<file path="config.mk">
export PLATFORM = sky130hd
export DESIGN_NAME = line_sensor_calibrate_threshold_core_flat
export DESIGN_NICKNAME = d
export VERILOG_FILES = /design/src/hw/rtl/lsct_pkg.sv /design/src/hw/rtl/lsct_if.sv /design/src/hw/rtl/line_sensor_calibrate_threshold_core.sv /design/src/flat_wrapper.sv
export SDC_FILE = /design/constraint.sdc
export NUM_CORES = 1
export LEC_CHECK = 0
export ABC_AREA = 1
export BUFFER_PORTS_ARGS = -buffer_cell sky130_fd_sc_hd__buf_2
export CORE_MARGIN = 2
export CORE_UTILIZATION = 55
export CTS_CLUSTER_SIZE = 25
export DETAILED_ROUTE_END_ITERATION = 12
export GPL_TIMING_DRIVEN = 0
export PLACE_DENSITY = 0.7
export SLEW_MARGIN = 20
export SYNTH_ARGS = -nofsm -noshare
export SYNTH_HDL_FRONTEND = slang
export SYNTH_SLANG_ARGS = --single-unit
</file>
<file path="constraint.sdc">
create_clock -name clk_i -period 24.5 [get_ports clk_i]
set_input_delay 2.45 -clock clk_i [delete_from_list [all_inputs] [get_ports clk_i]]
set_output_delay 2.45 -clock clk_i [all_outputs]
set_load 0.05 [all_outputs]
</file>
<file path="src/hw/rtl/lsct_pkg.sv">
package lsct_pkg;

  // Fixed field widths of the channel index and the configuration port.
  localparam int unsigned ChanW    = 4;
  localparam int unsigned CfgIdxW  = 2;
  localparam int unsigned CfgDataW = 10;
  localparam int unsigned SpanW    = 10;

  localparam logic [SpanW-1:0] MinSpanReset = 10'd200;

  typedef enum logic [CfgIdxW-1:0] {
    CfgCalMode = 2'd0,
    CfgMinSpan = 2'd1
  } cfg_reg_e;

  typedef enum logic [1:0] {
    ModeDigitize  = 2'd0,
    ModeCalAlways = 2'd1,
    ModeSpanCheck = 2'd2
  } cal_mode_e;

endpackage

</file>
<file path="src/hw/rtl/lsct_if.sv">
// Sample request channel.
interface lsct_if
  import lsct_pkg::*;
#(
  parameter int unsigned SAMPLE_BITS = 10
);
  logic                   valid;
  logic                   ready;
  logic [ChanW-1:0]       channel;
  logic [SAMPLE_BITS-1:0] sample;

  modport source (output valid, channel, sample, input ready);
  modport sink   (input valid, channel, sample, output ready);
endinterface

// Result request channel.
interface lsct_out_if
  import lsct_pkg::*;
#(
  parameter int unsigned SAMPLE_BITS = 10
);
  logic                   valid;
  logic                   ready;
  logic [ChanW-1:0]       channel_out;
  logic                   line_bit;
  logic [SAMPLE_BITS-1:0] threshold_out;
  logic                   all_ready;

  modport source (output valid, channel_out, line_bit, threshold_out, all_ready,
                  input ready);
  modport sink   (input valid, channel_out, line_bit, threshold_out, all_ready,
                  output ready);
endinterface

// Configuration write channel.
interface lsct_cfg_if
  import lsct_pkg::*;
();
  logic                valid;
  logic                ready;
  logic [CfgIdxW-1:0]  index;
  logic [CfgDataW-1:0] data;

  modport source (output valid, index, data, input ready);
  modport sink   (input valid, index, data, output ready);
endinterface

</file>
<file path="src/hw/rtl/line_sensor_calibrate_threshold_core.sv">
// Channel  Dir  Handshake      Payload
// in_i     in   valid/ready    channel, sample
// out_o    out  valid/ready    channel_out, line_bit, threshold_out, all_ready
// cfg_i    in   valid/ready    index, data (cal_mode, min_span)
//
// One request per clock while out_o is not stalled: a sample is registered,
// then its channel's white/black/threshold flops are read, updated and
// written in the calibration modes while the result enters the output register.
// Reset clears every channel to white all ones, black zero, threshold half
// scale and ready low; cal_mode resets to digitize, min_span to 200.
// A stalled output holds the sample stage; in_i keeps taking requests as
// long as the sample stage can move or is empty.
module line_sensor_calibrate_threshold_core
  import lsct_pkg::*;
#(
  parameter int unsigned NUM_SENSORS = 12,
  parameter int unsigned SAMPLE_BITS = 10
) (
  input  logic        clk_i,
  input  logic        rst_ni,
  lsct_if.sink        in_i,
  lsct_out_if.source  out_o,
  lsct_cfg_if.sink    cfg_i
);

  localparam logic [SAMPLE_BITS-1:0] SampleMax = '1;
  localparam logic [SAMPLE_BITS-1:0] ThrReset  = SampleMax >> 1;
  localparam int unsigned            CmpW      = (SAMPLE_BITS > SpanW) ? SAMPLE_BITS : SpanW;

  // Configuration registers.
  logic [1:0]       cal_mode_q;
  logic [SpanW-1:0] min_span_q;

  // Per-channel calibration state.
  logic [SAMPLE_BITS-1:0] white_q [NUM_SENSORS];
  logic [SAMPLE_BITS-1:0] black_q [NUM_SENSORS];
  logic [SAMPLE_BITS-1:0] thr_q   [NUM_SENSORS];
  logic [NUM_SENSORS-1:0] rdy_q, rdy_d;

  // Sample stage.
  logic                   s1_valid_q;
  logic [ChanW-1:0]       s1_chan_q;
  logic [SAMPLE_BITS-1:0] s1_sample_q;
  logic                   s1_adv;

  // Output register.
  logic                   out_valid_q;
  logic [ChanW-1:0]       out_chan_q;
  logic                   out_line_q;
  logic [SAMPLE_BITS-1:0] out_thr_q;
  logic                   out_all_q;

  // Update path.
  logic                   hit;
  logic [SAMPLE_BITS-1:0] cur_white, cur_black, cur_thr;
  logic [SAMPLE_BITS-1:0] new_white, new_black, new_thr;
  logic [SAMPLE_BITS:0]   ext_sum;
  logic [SAMPLE_BITS-1:0] mid;
  logic [SAMPLE_BITS-1:0] span;
  logic                   span_ok;
  logic                   upd_ext, upd_rdy, rdy_bit;
  logic                   line_d;
  logic [SAMPLE_BITS-1:0] thr_out_d;

  // The configuration port never stalls; the user must write only while idle, the block does not enforce it.
  assign cfg_i.ready = 1'b1;

  always_ff @(posedge clk_i or negedge rst_ni) begin
    if (!rst_ni) begin
      cal_mode_q <= ModeDigitize;
      min_span_q <= MinSpanReset;
    end else if (cfg_i.valid) begin
      unique case (cfg_i.index)
        CfgCalMode: cal_mode_q <= cfg_i.data[1:0];
        CfgMinSpan: min_span_q <= cfg_i.data[SpanW-1:0];
        default: ;
      endcase
    end
  end

  // Advance the sample stage when the output register is free or drains.
  assign s1_adv     = s1_valid_q && (!out_valid_q || out_o.ready);
  assign in_i.ready = !s1_valid_q || s1_adv;

  always_ff @(posedge clk_i or negedge rst_ni) begin
    if (!rst_ni) begin
      s1_valid_q <= 1'b0;
    end else if (in_i.ready) begin
      s1_valid_q <= in_i.valid;
    end
  end

  always_ff @(posedge clk_i) begin
    if (in_i.valid && in_i.ready) begin
      s1_chan_q   <= in_i.channel;
      s1_sample_q <= in_i.sample;
    end
  end

  // Select the addressed channel; out-of-range channels hit nothing.
  assign hit = int'(s1_chan_q) < int'(NUM_SENSORS);

  always_comb begin
    cur_white = '0;
    cur_black = '0;
    cur_thr   = '0;
    for (int k = 0; k < NUM_SENSORS; k++) begin
      if (int'(s1_chan_q) == k) begin
        cur_white = white_q[k];
        cur_black = black_q[k];
        cur_thr   = thr_q[k];
      end
    end
  end

  assign new_white = (s1_sample_q < cur_white) ? s1_sample_q : cur_white;
  assign new_black = (s1_sample_q > cur_black) ? s1_sample_q : cur_black;
  assign ext_sum   = {1'b0, new_black} + {1'b0, new_white};
  assign mid       = ext_sum[SAMPLE_BITS:1];
  assign span      = new_black - new_white;
  // Black below white never counts as a valid span.
  assign span_ok   = (new_black > new_white) && (CmpW'(span) > CmpW'(min_span_q));

  always_comb begin
    upd_ext = 1'b0;
    upd_rdy = 1'b0;
    rdy_bit = 1'b0;
    new_thr = cur_thr;
    unique case (cal_mode_q)
      ModeCalAlways: begin
        upd_ext = 1'b1;
        // Either extreme moving re-centers the threshold.
        if ((new_white != cur_white) || (new_black != cur_black)) begin
          new_thr = mid;
        end
      end
      ModeSpanCheck: begin
        upd_ext = 1'b1;
        upd_rdy = 1'b1;
        rdy_bit = span_ok;
        if (span_ok) begin
          new_thr = mid;
        end
      end
      default: ;  // digitize only, also for the unused mode code
    endcase
  end

  always_comb begin
    rdy_d = rdy_q;
    for (int k = 0; k < NUM_SENSORS; k++) begin
      if (hit && upd_rdy && (int'(s1_chan_q) == k)) begin
        rdy_d[k] = rdy_bit;
      end
    end
  end

  assign thr_out_d = hit ? new_thr : '0;
  assign line_d    = hit && (s1_sample_q > new_thr);

  always_ff @(posedge clk_i or negedge rst_ni) begin
    if (!rst_ni) begin
      for (int k = 0; k < NUM_SENSORS; k++) begin
        white_q[k] <= SampleMax;
        black_q[k] <= '0;
        thr_q[k]   <= ThrReset;
      end
      rdy_q <= '0;
    end else if (s1_adv) begin
      for (int k = 0; k < NUM_SENSORS; k++) begin
        if (hit && upd_ext && (int'(s1_chan_q) == k)) begin
          white_q[k] <= new_white;
          black_q[k] <= new_black;
          thr_q[k]   <= new_thr;
        end
      end
      rdy_q <= rdy_d;
    end
  end

  always_ff @(posedge clk_i or negedge rst_ni) begin
    if (!rst_ni) begin
      out_valid_q <= 1'b0;
    end else if (!out_valid_q || out_o.ready) begin
      out_valid_q <= s1_valid_q;
    end
  end

  always_ff @(posedge clk_i) begin
    if (s1_adv) begin
      out_chan_q <= s1_chan_q;
      out_line_q <= line_d;
      out_thr_q  <= thr_out_d;
      out_all_q  <= &rdy_d;
    end
  end

  assign out_o.valid         = out_valid_q;
  assign out_o.channel_out   = out_chan_q;
  assign out_o.line_bit      = out_line_q;
  assign out_o.threshold_out = out_thr_q;
  assign out_o.all_ready     = out_all_q;

endmodule

</file>
<file path="src/flat_wrapper.sv">
// flat-port wrapper written by rule: the top's interface ports become plain ports
module line_sensor_calibrate_threshold_core_flat import lsct_pkg::*;
#(
  parameter int unsigned NUM_SENSORS = 12,
  parameter int unsigned SAMPLE_BITS = 10
)
  (clk_i, rst_ni, in_i_valid, in_i_channel, in_i_sample, in_i_ready, out_o_valid, out_o_channel_out, out_o_line_bit, out_o_threshold_out, out_o_all_ready, out_o_ready, cfg_i_valid, cfg_i_index, cfg_i_data, cfg_i_ready);
  lsct_if #(.SAMPLE_BITS(SAMPLE_BITS)) in_i_i ();
  lsct_out_if #(.SAMPLE_BITS(SAMPLE_BITS)) out_o_i ();
  lsct_cfg_if cfg_i_i ();
  input  logic clk_i;
  input  logic rst_ni;
  input wire logic [$bits(in_i_i.valid)-1:0] in_i_valid;
  input wire logic [$bits(in_i_i.channel)-1:0] in_i_channel;
  input wire logic [$bits(in_i_i.sample)-1:0] in_i_sample;
  output wire logic [$bits(in_i_i.ready)-1:0] in_i_ready;
  output wire logic [$bits(out_o_i.valid)-1:0] out_o_valid;
  output wire logic [$bits(out_o_i.channel_out)-1:0] out_o_channel_out;
  output wire logic [$bits(out_o_i.line_bit)-1:0] out_o_line_bit;
  output wire logic [$bits(out_o_i.threshold_out)-1:0] out_o_threshold_out;
  output wire logic [$bits(out_o_i.all_ready)-1:0] out_o_all_ready;
  input wire logic [$bits(out_o_i.ready)-1:0] out_o_ready;
  input wire logic [$bits(cfg_i_i.valid)-1:0] cfg_i_valid;
  input wire logic [$bits(cfg_i_i.index)-1:0] cfg_i_index;
  input wire logic [$bits(cfg_i_i.data)-1:0] cfg_i_data;
  output wire logic [$bits(cfg_i_i.ready)-1:0] cfg_i_ready;
  assign in_i_i.valid = in_i_valid;
  assign in_i_i.channel = in_i_channel;
  assign in_i_i.sample = in_i_sample;
  assign in_i_ready = in_i_i.ready;
  assign out_o_valid = out_o_i.valid;
  assign out_o_channel_out = out_o_i.channel_out;
  assign out_o_line_bit = out_o_i.line_bit;
  assign out_o_threshold_out = out_o_i.threshold_out;
  assign out_o_all_ready = out_o_i.all_ready;
  assign out_o_i.ready = out_o_ready;
  assign cfg_i_i.valid = cfg_i_valid;
  assign cfg_i_i.index = cfg_i_index;
  assign cfg_i_i.data = cfg_i_data;
  assign cfg_i_ready = cfg_i_i.ready;
  line_sensor_calibrate_threshold_core #(.NUM_SENSORS(NUM_SENSORS), .SAMPLE_BITS(SAMPLE_BITS)) u_core (.clk_i(clk_i), .rst_ni(rst_ni), .in_i(in_i_i), .out_o(out_o_i), .cfg_i(cfg_i_i));
endmodule
</file>
# Word level (Yosys, flattened, before mapping)
# Cells that the tools add are included.
[word_totals]
regBits = 416
latchBits = 0
ramBits = 0
romBits = 0
in_bits = 31
output_inout_bits = 19
elab_cells = 180
memories = 0
[classes]
add_sub_neg = 2
multipliers = 0
div_mod_pow = 0
order_cmp = 6
n_eq_ne = 16
shift = 0
muxes = 56
bitwise_logic = 0
n_reduce_logical = 53
[op_table]
columns = ["operator", "count"]
rows = [
  ["$mux W10", 40],
  ["$gt A10 B10 Y1", 4],
  ["$eq A4 B4 Y1 const B", 8],
  ["$logic_and A1 B1 Y1", 30],
  ["$reduce_and A2 Y1", 14],
  ["$ne A10 B10 Y1", 2],
  ["$pmux W10 S2", 1],
  ["$mux W1", 15],
  ["$reduce_and A12 Y1", 1],
  ["$add A10 B10 Y11", 1],
  ["$lt A10 B10 Y1", 1],
  ["$sub A10 B10 Y10", 1],
  ["$eq A4 B3 Y1 const B", 2],
  ["$eq A2 B1 Y1 const B", 2],
  ["$eq A4 B2 Y1 const B", 1],
  ["$logic_not A4 Y1", 1],
  ["$lt A4 B4 Y1 const B", 1],
  ["$logic_or A1 B1 Y1", 3],
  ["$eq A2 B2 Y1 const B", 1],
  ["$logic_not A1 Y1", 2],
  ["$logic_not A2 Y1", 1],
  ["$reduce_or A2 Y1", 1],
]

# Longest topological paths before layout
# Gate-level depths: netlist of run 1.
[logic_depth]
word_depth = 22
ltp_mapped = 60
mapped_depth_nobuf = 58

# Worst setup path after synthesis of run 1
# OpenSTA, ideal clock, no wires.
[synth_path]
kind = "flip-flop to flip-flop"
startpoint = "register u_core.s1_chan_q[1]"
endpoint = "register u_core.out_line_q (netlist: u_core.out_o.line_bit) (data pin)"
setup_time_ns = 0.263
t_arrival_ns = 7.964
required_ns = 24.237
setup_slack_ns = 16.273
stages_incl_launch_ff = 59
n_path_buf = 6
synth_period_minus_slack_ns = 8.227
path_cell_list = "edfxtp_1 > inv_1 > nand2_2 > nor2_2 > buf_4 > buf_6 > nand2_1 > nand4_1 > nor2_1 > nand4_1 > o21ai_1 > nand2_1 > inv_1 > ha_1 > nand4_1 > nor3_1 > o21ai_0 > o211ai_1 > [... 23 more ...] > inv_1 > nand2_2 > buf_2 > nand2_1 > nand3_1 > nand2_1 > nand2_1 > ha_1 > nand2_1 > inv_1 > a221oi_1 > o21ai_0 > a21oi_1 > nor2_1 > o21ai_0 > nand2_1 > o311ai_0 > inv_1"
[synth_via]
elab_chain_len = 22
word_cells_on_any_way = 66
cone_classes = "add/sub (2); order compare (6); eq/ne (13); mux (41); reduce/logical (4)"
[synth_rtl]
columns = ["element", "line_no", "source"]
rows = [
  ["start, declared", "line_sensor_calibrate_threshold_core.sv:42", "logic [ChanW-1:0] s1_chan_q;"],
  ["start signal, assigned", "line_sensor_calibrate_threshold_core.sv:95", "s1_chan_q <= in_i.channel;"],
  ["$logic_not A4 Y1", "line_sensor_calibrate_threshold_core.sv:108", "if (int'(s1_chan_q) == k) begin"],
  ["$mux W10 (11 in series)", "line_sensor_calibrate_threshold_core.sv:108", ""],
  ["$mux W10 *", "line_sensor_calibrate_threshold_core.sv:108", ""],
  ["$gt A10 B10 Y1", "line_sensor_calibrate_threshold_core.sv:117", "assign new_black = (s1_sample_q > cur_black) ? s1_sample_q : cur_black;"],
  ["$mux W10 *", "line_sensor_calibrate_threshold_core.sv:117", ""],
  ["via u_core.new_black[2]", "line_sensor_calibrate_threshold_core.sv:56", "logic [SAMPLE_BITS-1:0] new_white, new_black, new_thr;"],
  ["$sub A10 B10 Y10", "line_sensor_calibrate_threshold_core.sv:120", "assign span = new_black - new_white;"],
  ["$gt A10 B10 Y1", "line_sensor_calibrate_threshold_core.sv:122", "assign span_ok = (new_black > new_white) && (CmpW'(span) > CmpW'(min_span_q));"],
  ["$logic_and A1 B1 Y1", "line_sensor_calibrate_threshold_core.sv:122", ""],
  ["$mux W10", "line_sensor_calibrate_threshold_core.sv:141", "if (span_ok) begin"],
  ["$pmux W10 S2 *", "line_sensor_calibrate_threshold_core.sv:129", "unique case (cal_mode_q)"],
  ["$gt A10 B10 Y1 *", "line_sensor_calibrate_threshold_core.sv:159", "assign line_d = hit && (s1_sample_q > new_thr);"],
  ["$logic_and A1 B1 Y1 *", "line_sensor_calibrate_threshold_core.sv:159", ""],
  ["via u_core.line_d", "line_sensor_calibrate_threshold_core.sv:62", "logic line_d;"],
  ["end signal, assigned", "line_sensor_calibrate_threshold_core.sv:192", "out_line_q <= line_d;"],
  ["end, declared", "line_sensor_calibrate_threshold_core.sv:49", "logic out_line_q;"],
]
# The timed path passes the listed nets; every way through them passes the cells marked *.
# A chain may end at the register's enable or synchronous reset.

# Final worst setup path of run 1
[layout_path]
startpoint = "register u_core.s1_chan_q[2]"
endpoint = "register u_core.out_line_q (netlist: u_core.out_o.line_bit) (data pin)"
# Same word-level chain as after synthesis.

==> impl_results.html, run 1 <==
<table>
<tr><th>Metric</th><th>Value</th></tr>
<tr><th colspan="2">Finish</th></tr>
<tr><td>Share of post-route cells with drive strength above 1</td><td>0.177</td></tr>
<tr><td>Nets</td><td>3050</td></tr>
<tr><td>Commonest cells after routing, fill and taps aside</td><td>sky130_fd_sc_hd__nand2_1, sky130_fd_sc_hd__inv_1, sky130_fd_sc_hd__o21ai_0, sky130_fd_sc_hd__dfstp_2, sky130_fd_sc_hd__nand3_1</td></tr>
<tr><td>Total non-filler cell area in the finished layout</td><td>0.0249 mm^2</td></tr>
<tr><td>Area growth, synth to finish</td><td>11.8%</td></tr>
<tr><td>Number of filler instances in the final layout</td><td>3497</td></tr>
<tr><td>Most common cell after layout, fill and taps aside</td><td>sky130_fd_sc_hd__nand2_1</td></tr>
<tr><th colspan="2">Worst setup path</th></tr>
<tr><td>Class of the most critical setup path</td><td>register to register</td></tr>
<tr><td>Critical Path Most Common Cell</td><td>sky130_fd_sc_hd__nand2_1</td></tr>
<tr><td>Master of the slowest instance on the critical path</td><td>sky130_fd_sc_hd__o21ai_0</td></tr>
<tr><td>Kind of end point of the critical path</td><td>register</td></tr>
<tr><td>Max incr delay on CP</td><td>0.77 ns</td></tr>
<tr><td>Data required time of the worst path</td><td>24.81 ns</td></tr>
<tr><td>Worst setup SP type</td><td>register</td></tr>
<tr><td>Flop2flop setup slack</td><td>12.99 ns</td></tr>
<tr><td>Critical path arrival</td><td>11.82 ns</td></tr>
<tr><td>Maximum fanout along the worst path</td><td>10</td></tr>
<tr><th colspan="2">Placement</th></tr>
<tr><td>Hpwl dp</td><td>52200 um</td></tr>
<tr><td>Pre-CTS WS</td><td>13.23 ns</td></tr>
<tr><td>Post-Place Cell Area</td><td>0.0233 mm^2</td></tr>
<tr><td>RD Place Congestion</td><td>0.958</td></tr>
<tr><td>Port buffer count</td><td>48</td></tr>
<tr><th colspan="2">Flow run</th></tr>
<tr><td>Number of maximum-capacitance violations</td><td>0</td></tr>
<tr><th colspan="2">Timing</th></tr>
<tr><td>Unrepaired setup endpoints after global routing</td><td>false</td></tr>
<tr><td>Final-layout setup total negative slack</td><td>0 ns</td></tr>
<tr><td>Maximum clock skew at final layout</td><td>0.0205 ns</td></tr>
<tr><td>Max frequency</td><td>0.0869 GHz</td></tr>
<tr><td>Pin slew with the least headroom to its limit</td><td>1.05 ns</td></tr>
<tr><td>Max_slew headroom</td><td>0.290</td></tr>
<tr><td>Tcrit/Tclk final</td><td>0.470</td></tr>
<tr><td>Hold Vio Cnt, Final</td><td>0</td></tr>
<tr><td>Final count of negative-setup-slack endpoints</td><td>0</td></tr>
<tr><td>Final worst slack</td><td>12.99 ns</td></tr>
<tr><td>Min Clock Period, post-route</td><td>11.51 ns</td></tr>
<tr><td>Count of final max-slew check failures</td><td>0</td></tr>
<tr><th colspan="2">Synthesis</th></tr>
<tr><td>Unique cell type count in the Yosys netlist</td><td>54</td></tr>
<tr><td>Synthesized netlist cell count</td><td>2857</td></tr>
<tr><td>Number of flops mapped to enable cells by yosys</td><td>30</td></tr>
<tr><td>Share of async-settable or async-resettable flops after synthesis</td><td>0.928</td></tr>
<tr><td>Total of flip-flops plus latches after synthesis</td><td>416</td></tr>
<tr><td>Post-synthesis area per instance</td><td>7.80 um^2</td></tr>
<tr><td>Commonest register cell after synthesis</td><td>sky130_fd_sc_hd__dfstp_2</td></tr>
<tr><td>Netlist Area Pre-Place</td><td>0.0223 mm^2</td></tr>
<tr><td>Net count after synthesis</td><td>2950</td></tr>
<tr><td>Yosys synthesis warning count</td><td>0</td></tr>
<tr><td>Proportion of synthesized chip area in sequential cells</td><td>0.487</td></tr>
<tr><th colspan="2">Clock tree</th></tr>
<tr><td>Clock tree root driver cell</td><td>sky130_fd_sc_hd__clkbuf_16</td></tr>
<tr><td>Number of H-tree levels</td><td>2</td></tr>
<tr><td>Buffers from clock root to sink, at most</td><td>3</td></tr>
<tr><td>Number of clock sinks</td><td>416</td></tr>
<tr><td>Count of buffers added by post-CTS timing repair for setup</td><td>0</td></tr>
<tr><td>TritonCTS clock tree</td><td>built</td></tr>
<tr><td>Source-to-sink clock delay at the later pin of the worst-skew pair</td><td>0.59 ns</td></tr>
<tr><td>Post-cts repair resize count</td><td>0</td></tr>
<tr><td>Hold-fix buffers, CTS</td><td>0</td></tr>
<tr><td>Clock transition at the register clock pins on the worst setup and hold paths after CTS</td><td>0.06 ns</td></tr>
<tr><td>TritonCTS buffer count</td><td>45</td></tr>
<tr><th colspan="2">Floorplan</th></tr>
<tr><td>Initial standard-cell utilization of the core</td><td>0.558</td></tr>
<tr><td>Die ar.</td><td>0.0422 mm^2</td></tr>
<tr><td>Horizontal die dimension</td><td>205 um</td></tr>
<tr><td>Cell row count</td><td>73</td></tr>
<tr><td>Die outline height</td><td>205 um</td></tr>
<tr><td>Core outline area</td><td>0.0399 mm^2</td></tr>
<tr><td>Number of placed I/O pins</td><td>50</td></tr>
<tr><th colspan="2">Route</th></tr>
<tr><td>Mean routed wirelength per cell</td><td>19.5 um</td></tr>
<tr><td>Number of antenna-violating nets in the routed design</td><td>0</td></tr>
<tr><td>Routed vias/inst</td><td>5.59</td></tr>
<tr><td>Remaining DRCs</td><td>0</td></tr>
<tr><td>Detailed Routing Iterations Pass 1</td><td>8</td></tr>
<tr><td>Iteration-0 DRC Markers</td><td>1979</td></tr>
<tr><td>Overall routed net length</td><td>68800 um</td></tr>
<tr><td>Via Count</td><td>19700</td></tr>
<tr><th colspan="2">Pwr</th></tr>
<tr><td>Fraction of power spent switching nets</td><td>0.389</td></tr>
<tr><td>Worst ir drop on vdd</td><td>0.0941 mV</td></tr>
<tr><td>Combinational share of power</td><td>0.373</td></tr>
<tr><td>Power Internal</td><td>0.00183 W</td></tr>
<tr><td>Power share of the clock group</td><td>0.242</td></tr>
<tr><td>Switching power</td><td>0.00117 W</td></tr>
<tr><td>Sequential share of power</td><td>0.385</td></tr>
<tr><td>Ratio of total power to cell area</td><td>120 mW/mm^2</td></tr>
<tr><td>P_leak</td><td>12.0 nW</td></tr>
<tr><th colspan="2">GRT</th></tr>
<tr><td>Pin count of the biggest net entering global routing</td><td>99</td></tr>
<tr><td>Via count of the first global-routing pass</td><td>18500</td></tr>
<tr><td>Total overflow reported by the global router</td><td>0</td></tr>
<tr><td>First-pass GRT wire length</td><td>106000 um</td></tr>
<tr><td>Initial antenna violation count</td><td>0</td></tr>
<tr><td>GRT Total Usage</td><td>0.334</td></tr>
<tr><th colspan="2">Hold path</th></tr>
<tr><td>Tightest Hold Check Type</td><td>register to register</td></tr>
<tr><th colspan="2">Run status</th></tr>
<tr><td>Run status</td><td>finished, final reports clean</td></tr>
</table>
power by group through the flow:
stage,registers (W),logic (W),clock network (W)
after floorplan,0.00115,0.000738,0
after global placement,0.00115,0.00105,0
after detailed placement,0.00116,0.00109,0
after CTS,0.00115,0.00110,0.000732
after global routing,0.00118,0.00124,0.000759
final,0.00116,0.00112,0.000726
through the flow:
step | total power (W) | util | hold WS [ns] | std cells
finish | 0.00300 | 0.624 | 0.470 | 3519
global route | 0.00318 | 0.624 | 0.485 | 3518
CTS | 0.00298 | 0.624 | 0.469 | 3518
detailed placement | 0.00225 | 0.585 | 0.460 | 3435
global placement | 0.00220 | 0.581 | 0.454 | 3430
floorplan | 0.00189 | - | 0.446 | 2857
state kept, by name, summed over array words and instances (netlist names), 2 cells and up:
signal,cells
u_core.black_q,120
u_core.cal_mode_q,2
u_core.min_span_q,10
u_core.out_o.channel_out,4
u_core.out_o.threshold_out,10
u_core.rdy_q,12
u_core.s1_chan_q,4
u_core.s1_sample_q,10
u_core.thr_q,120
u_core.white_q,120
path summary, 6_finish.rpt:
path / to / cells after the start / startpoint
worst min register to register: u_core.thr_q[64] / 2 / u_core.thr_q[64]
max in group asynchronous: u_core.thr_q[50] / 3 / rst_ni
worst min-delay path: u_core.thr_q[64] / 2 / u_core.thr_q[64]
worst max-delay path: u_core.out_o.line_bit / 59 / u_core.s1_chan_q[2]
worst max register to register: u_core.out_o.line_bit / 59 / u_core.s1_chan_q[2]
min in group asynchronous: u_core.black_q[29] / 1 / rst_ni
kinds of logic after synthesis:
logic type,count (synthesis),share of synthesized area
AND/OR/NAND/NOR,1425,0.274
adder cells (fa/ha/maj),62,0.0351
multiplexers,6,0.00269
buffers and inverters,515,0.0949
XOR/XNOR,16,0.00629
other,1,0.000168
flip-flops,416,0.487
AO/OA/AOI/OAI,416,0.100
cell type report:
type / count / area, um^2 / area share
clock inverter: 10 / 158 / 0.00633
inverter: 362 / 1360 / 0.0546
clock buffer: 73 / 1420 / 0.0571
buffer: 153 / 756 / 0.0303
timing repair buffer: 53 / 388 / 0.0156
tap: 525 / 657 / 0.0264
antenna: 1 / 2.50 / 0.000100
multi-input combinational: 1926 / 9330 / 0.374
sequential: 416 / 10800 / 0.435
synth_stat cells (2+ instances only):
cell type,instances,area share
sky130_fd_sc_hd__nor3_1,30,0.0067
sky130_fd_sc_hd__buf_1,3,0.00051
sky130_fd_sc_hd__dfstp_2,231,0.27
sky130_fd_sc_hd__dfrtp_1,155,0.17
sky130_fd_sc_hd__ha_1,61,0.034
sky130_fd_sc_hd__o21a_1,2,0.00067
sky130_fd_sc_hd__nor2_2,9,0.0025
sky130_fd_sc_hd__nand2_1,890,0.15
sky130_fd_sc_hd__a221oi_1,11,0.0043
sky130_fd_sc_hd__nand4_1,47,0.013
sky130_fd_sc_hd__nand2_2,11,0.0031
sky130_fd_sc_hd__a2111oi_0,5,0.0020
sky130_fd_sc_hd__nor2_1,144,0.024
sky130_fd_sc_hd__xor2_1,14,0.0055
sky130_fd_sc_hd__buf_6,16,0.0081
sky130_fd_sc_hd__inv_1,330,0.056
sky130_fd_sc_hd__a21oi_1,75,0.017
sky130_fd_sc_hd__xnor2_1,2,0.00079
sky130_fd_sc_hd__nand3_1,206,0.046
sky130_fd_sc_hd__or2_0,5,0.0014
sky130_fd_sc_hd__buf_2,21,0.0047
sky130_fd_sc_hd__o22ai_1,11,0.0031
sky130_fd_sc_hd__a21boi_0,2,0.00067
sky130_fd_sc_hd__nor2_4,7,0.0035
sky130_fd_sc_hd__buf_4,9,0.0030
sky130_fd_sc_hd__o21ai_1,21,0.0047
sky130_fd_sc_hd__nand3b_1,3,0.0010
sky130_fd_sc_hd__or2_2,62,0.017
sky130_fd_sc_hd__mux2i_1,6,0.0027
sky130_fd_sc_hd__o21ai_0,270,0.061
sky130_fd_sc_hd__nand3_2,6,0.0027
sky130_fd_sc_hd__a211oi_1,2,0.00067
sky130_fd_sc_hd__clkinv_1,7,0.0012
sky130_fd_sc_hd__o211ai_1,5,0.0017
sky130_fd_sc_hd__a21boi_1,2,0.00067
sky130_fd_sc_hd__inv_2,24,0.0040
sky130_fd_sc_hd__clkbuf_1,104,0.018
sky130_fd_sc_hd__edfxtp_1,30,0.040
sky130_fd_sc_hd__o2111ai_1,3,0.0012
routing by layer:
layer  track usage  vias to the layer above  part of all wire
met2         0.503                      799              0.44
met4         0.139                        0             0.042
met3        0.0638                      128             0.086
li1              -                     9310                 -
met1         0.474                     9444              0.43
met5             0                        -                 0
worst max-delay path: cells and delay by family, from the launching register on:
kind / cells / cell delay, ns
adder cells (fa/ha/maj): 4 / 1.21
XOR/XNOR: 1 / 0.17
AND/OR/NAND/NOR: 26 / 3.54
buffers and inverters: 12 / 2.47
AO/OA/AOI/OAI: 16 / 3.25
flip-flops: 1 / 0.56
Power figures use the tool's default switching activity.
==> run 2, diff against run 1 <==
clock period = 11.28 ns   (was 24.5 ns; I/O delays follow)
==> run 2 against run 1 <==
  * Utilization increased by 0.16 points
  * Clock skew decreased by 0.0036 ns
  * First-iteration DRC count decreased by 6.6%
  * Flip-flop and latch count unchanged
  * Wire length decreased by 0.25%
  * Largest cell class unchanged
  * Largest power group unchanged
==> impl_results.html, run 2 (synthesis results as in run 1) <==
<table>
<tr><th>Metric</th><th>Value</th></tr>
<tr><th colspan="2">Floorplan</th></tr>
<tr><td>Die ar.</td><td>0.0422 mm^2 (unchanged)</td></tr>
<tr><td>Core outline area</td><td>0.0399 mm^2 (unchanged)</td></tr>
<tr><td>Die outline height</td><td>205 um (unchanged)</td></tr>
<tr><td>Number of placed I/O pins</td><td>50 (unchanged)</td></tr>
<tr><td>Cell row count</td><td>73 (unchanged)</td></tr>
<tr><td>Horizontal die dimension</td><td>205 um (unchanged)</td></tr>
<tr><td>Initial standard-cell utilization of the core</td><td>0.558 (unchanged)</td></tr>
<tr><th colspan="2">Placement</th></tr>
<tr><td>Number of cells in the design after placement</td><td>3435 (unchanged)</td></tr>
<tr><td>RD Place Congestion</td><td>0.958 (unchanged)</td></tr>
<tr><td>Port buffer count</td><td>48 (unchanged)</td></tr>
<tr><td>Hpwl dp</td><td>52200 um (unchanged)</td></tr>
<tr><th colspan="2">Timing</th></tr>
<tr><td>Unrepaired setup endpoints after global routing</td><td>false (unchanged)</td></tr>
<tr><td>Max frequency</td><td>0.0929 GHz (was 0.0869 GHz)</td></tr>
<tr><td>Final-layout setup total negative slack</td><td>0 ns (unchanged)</td></tr>
<tr><td>Tcrit/Tclk final</td><td>0.954 (was 0.470)</td></tr>
<tr><td>Maximum clock skew at final layout</td><td>0.0169 ns (was 0.0205 ns)</td></tr>
<tr><td>Max_slew headroom</td><td>0.324 (was 0.290)</td></tr>
<tr><td>Min Clock Period, post-route</td><td>10.76 ns (was 11.51 ns)</td></tr>
<tr><td>Hold Vio Cnt, Final</td><td>0 (unchanged)</td></tr>
<tr><td>Final count of negative-setup-slack endpoints</td><td>0 (unchanged)</td></tr>
<tr><td>Count of final max-slew check failures</td><td>0 (unchanged)</td></tr>
<tr><td>Pin slew with the least headroom to its limit</td><td>0.988 ns (was 1.05 ns)</td></tr>
<tr><td>Worst Hold Margin</td><td>0.471 ns (was 0.470 ns)</td></tr>
<tr><th colspan="2">Route</th></tr>
<tr><td>Iteration-0 DRC Markers</td><td>1848 (was 1979)</td></tr>
<tr><td>Via Count</td><td>19600 (was 19700)</td></tr>
<tr><td>Routed vias/inst</td><td>5.56 (was 5.59)</td></tr>
<tr><td>Number of antenna-violating nets in the routed design</td><td>0 (unchanged)</td></tr>
<tr><td>Routed length on met2</td><td>30000 um (was 30100 um)</td></tr>
<tr><td>Overall routed net length</td><td>68600 um (was 68800 um)</td></tr>
<tr><td>Remaining DRCs</td><td>0 (unchanged)</td></tr>
<tr><td>M1 WL</td><td>29600 um (was 29900 um)</td></tr>
<tr><td>Top routing layer in use</td><td>met4 (unchanged)</td></tr>
<tr><td>Met3 wirelength from detailed routing</td><td>6100 um (was 5940 um)</td></tr>
<tr><td>Detailed Routing Iterations Pass 1</td><td>6 (was 8)</td></tr>
<tr><td>Mean routed wirelength per cell</td><td>19.5 um (about the same)</td></tr>
<tr><th colspan="2">Pwr</th></tr>
<tr><td>Power share of the clock group</td><td>0.241 (was 0.242)</td></tr>
<tr><td>Fraction of power spent switching nets</td><td>0.389 (about the same)</td></tr>
<tr><td>P_leak</td><td>12.1 nW (was 12.0 nW)</td></tr>
<tr><td>Combinational share of power</td><td>0.374 (was 0.373)</td></tr>
<tr><td>Sequential share of power</td><td>0.385 (about the same)</td></tr>
<tr><td>Ratio of total power to cell area</td><td>261 mW/mm^2 (was 120 mW/mm^2)</td></tr>
<tr><td>Switching power</td><td>0.00254 W (was 0.00117 W)</td></tr>
<tr><td>Post-route total power</td><td>0.00653 W (was 0.00300 W)</td></tr>
<tr><td>Power Internal</td><td>0.00399 W (was 0.00183 W)</td></tr>
<tr><td>Worst ir drop on vdd</td><td>0.204 mV (was 0.0941 mV)</td></tr>
<tr><th colspan="2">GRT</th></tr>
<tr><td>Via count of the first global-routing pass</td><td>18500 (unchanged)</td></tr>
<tr><td>GRT Total Usage</td><td>0.334 (unchanged)</td></tr>
<tr><td>Initial antenna violation count</td><td>0 (unchanged)</td></tr>
<tr><td>Pin count of the biggest net entering global routing</td><td>99 (unchanged)</td></tr>
<tr><td>First-pass GRT wire length</td><td>106000 um (unchanged)</td></tr>
<tr><td>Total overflow reported by the global router</td><td>0 (unchanged)</td></tr>
<tr><th colspan="2">Finish</th></tr>
<tr><td>Commonest cells after routing, fill and taps aside</td><td>sky130_fd_sc_hd__nand2_1, sky130_fd_sc_hd__inv_1, sky130_fd_sc_hd__o21ai_0, sky130_fd_sc_hd__dfstp_2, sky130_fd_sc_hd__nand3_1 (unchanged)</td></tr>
<tr><td>Largest registers in the final layout</td><td>u_core.black_q x120, u_core.thr_q x120, u_core.white_q x120 (unchanged)</td></tr>
<tr><td>Number of filler instances in the final layout</td><td>3497 (unchanged)</td></tr>
<tr><td>Nets</td><td>3051 (was 3050)</td></tr>
<tr><td>Post-layout instance count excluding filler cells</td><td>3520 (was 3519)</td></tr>
<tr><td>Share of post-route cells with drive strength above 1</td><td>0.183 (was 0.177)</td></tr>
<tr><td>Combined flip-flop and latch cell area</td><td>0.0108 mm^2 (unchanged)</td></tr>
<tr><td>Final core utilization</td><td>0.626 (was 0.624)</td></tr>
<tr><td>Combined area of the multi-input logic cells</td><td>0.00935 mm^2 (was 0.00933 mm^2)</td></tr>
<tr><td>Area growth, synth to finish</td><td>12.1% (was 11.8%)</td></tr>
<tr><td>Most common cell after layout, fill and taps aside</td><td>sky130_fd_sc_hd__nand2_1 (unchanged)</td></tr>
<tr><th colspan="2">Worst setup path</th></tr>
<tr><td>Class of the most critical setup path</td><td>register to register (unchanged)</td></tr>
<tr><td>Flop2flop setup slack</td><td>0.52 ns (was 12.99 ns)</td></tr>
<tr><td>Worst flop-to-flop path startpoint</td><td>u_core.s1_chan_q[2] (unchanged)</td></tr>
<tr><td>Critical Path Most Common Cell</td><td>sky130_fd_sc_hd__nand2_1 (unchanged)</td></tr>
<tr><td>Master of the slowest instance on the critical path</td><td>sky130_fd_sc_hd__a21oi_1 (was sky130_fd_sc_hd__o21ai_0)</td></tr>
<tr><td>Kind of end point of the critical path</td><td>register (unchanged)</td></tr>
<tr><td>Critical path arrival</td><td>11.07 ns (was 11.82 ns)</td></tr>
<tr><td>Worst r2r dst</td><td>u_core.out_o.line_bit (unchanged)</td></tr>
<tr><td>Max incr delay on CP</td><td>0.63 ns (was 0.77 ns)</td></tr>
<tr><td>Maximum fanout along the worst path</td><td>10 (unchanged)</td></tr>
<tr><td>Data required time of the worst path</td><td>11.59 ns (was 24.81 ns)</td></tr>
<tr><td>Worst setup SP type</td><td>register (unchanged)</td></tr>
<tr><td>Worst reg2reg path depth</td><td>55 (was 59)</td></tr>
<tr><th colspan="2">Clock tree</th></tr>
<tr><td>Hold-fix buffers, CTS</td><td>0 (unchanged)</td></tr>
<tr><td>Number of H-tree levels</td><td>2 (unchanged)</td></tr>
<tr><td>Source-to-sink clock delay at the later pin of the worst-skew pair</td><td>0.58 ns (was 0.59 ns)</td></tr>
<tr><td>Clock tree root driver cell</td><td>sky130_fd_sc_hd__clkbuf_16 (unchanged)</td></tr>
<tr><td>TritonCTS buffer count</td><td>45 (unchanged)</td></tr>
<tr><td>TritonCTS clock tree</td><td>built (unchanged)</td></tr>
<tr><td>Clock transition at the register clock pins on the worst setup and hold paths after CTS</td><td>0.06 ns (about the same)</td></tr>
<tr><td>Buffers from clock root to sink, at most</td><td>3 (unchanged)</td></tr>
<tr><td>Number of clock sinks</td><td>416 (unchanged)</td></tr>
<tr><th colspan="2">Run status</th></tr>
<tr><td>Run status</td><td>finished, final reports clean (unchanged)</td></tr>
<tr><th colspan="2">Hold path</th></tr>
<tr><td>Cell count of the worst hold path</td><td>2 (unchanged)</td></tr>
<tr><td>Tightest Hold Check Type</td><td>register to register (unchanged)</td></tr>
<tr><td>Endpoint of the worst hold-timing path</td><td>u_core.thr_q[4] (was u_core.thr_q[64])</td></tr>
<tr><td>Hold wc startpoint</td><td>u_core.thr_q[4] (was u_core.thr_q[64])</td></tr>
<tr><th colspan="2">Flow run</th></tr>
<tr><td>Number of maximum-capacitance violations</td><td>0 (unchanged)</td></tr>
</table>
-- run 2: cell count changes in the layout (fill, tap and decap cells not counted), sizes merged --
cell      delta
inv          -1
buf          +4
clkbuf       -3
clkinv       -1
clkinvlp     +2
-- run 2: repair_timing --
item,CTS,global route
setup buffers,0,4
endpoints found under the hold margin,0,0
resized for setup,1,26
gates cloned,0,0
endpoints found under the setup margin,1,1
-- run 2: power by group through the flow --
stage	combinational [W]	clock, W	sequential [W]
final	0.00244	0.00157	0.00251
after global routing	0.00271	0.00165	0.00257
after CTS	0.00238	0.00159	0.00251
after detailed placement	0.00236	0	0.00252
after global placement	0.00228	0	0.00250
after floorplan	0.00160	0	0.00250
-- run 2: cell type report --
type	instances	share of cell area
sequential	416	0.434
multi-input combinational	1926	0.374
clock buffer	73	0.0569
inverter	362	0.0548
buffer	150	0.0302
tap	525	0.0263
timing repair buffer	57	0.0167
clock inverter	10	0.00631
antenna	1	0.000100
-- run 2: worst max path at each step --
stage | startpoint | slack, ns | end
floorplan | u_core.s1_chan_q[1] | 3.05 | u_core.out_o.line_bit
global placement | u_core.s1_chan_q[2] | 0.11 | u_core.out_o.line_bit
detailed placement | u_core.s1_chan_q[2] | 0.01 | u_core.out_o.line_bit
CTS | u_core.s1_chan_q[2] | 0.18 | u_core.out_o.line_bit
global route | u_core.s1_chan_q[2] | 0.006 | u_core.out_o.line_bit
finish | u_core.s1_chan_q[2] | 0.52 | u_core.out_o.line_bit
-- run 2: worst max-delay path: cells and delay by family (launching register included) --
kind                     cells  cell delay (ns)
buffers and inverters        9             1.33
AO/OA/AOI/OAI               17             3.36
adder cells (fa/ha/maj)      4             1.32
XOR/XNOR                     1             0.17
flip-flops                   1             0.54
AND/OR/NAND/NOR             24             3.70
-- run 2: per-layer routing --
layer | up-vias | track usage
li1 | 9295 | -
met1 | 9348 | 0.474
met2 | 804 | 0.503
met3 | 133 | 0.0638
met4 | 0 | 0.139
met5 | - | 0
-- run 2: per-stage QoR --
stage	setup slack [ns]	cell area (um^2)
floorplan	3.05	22300
global placement	0.115	23200
detailed placement	0.0109	23300
CTS	0.179	24900
global route	0.00590	25000
finish	0.521	25000
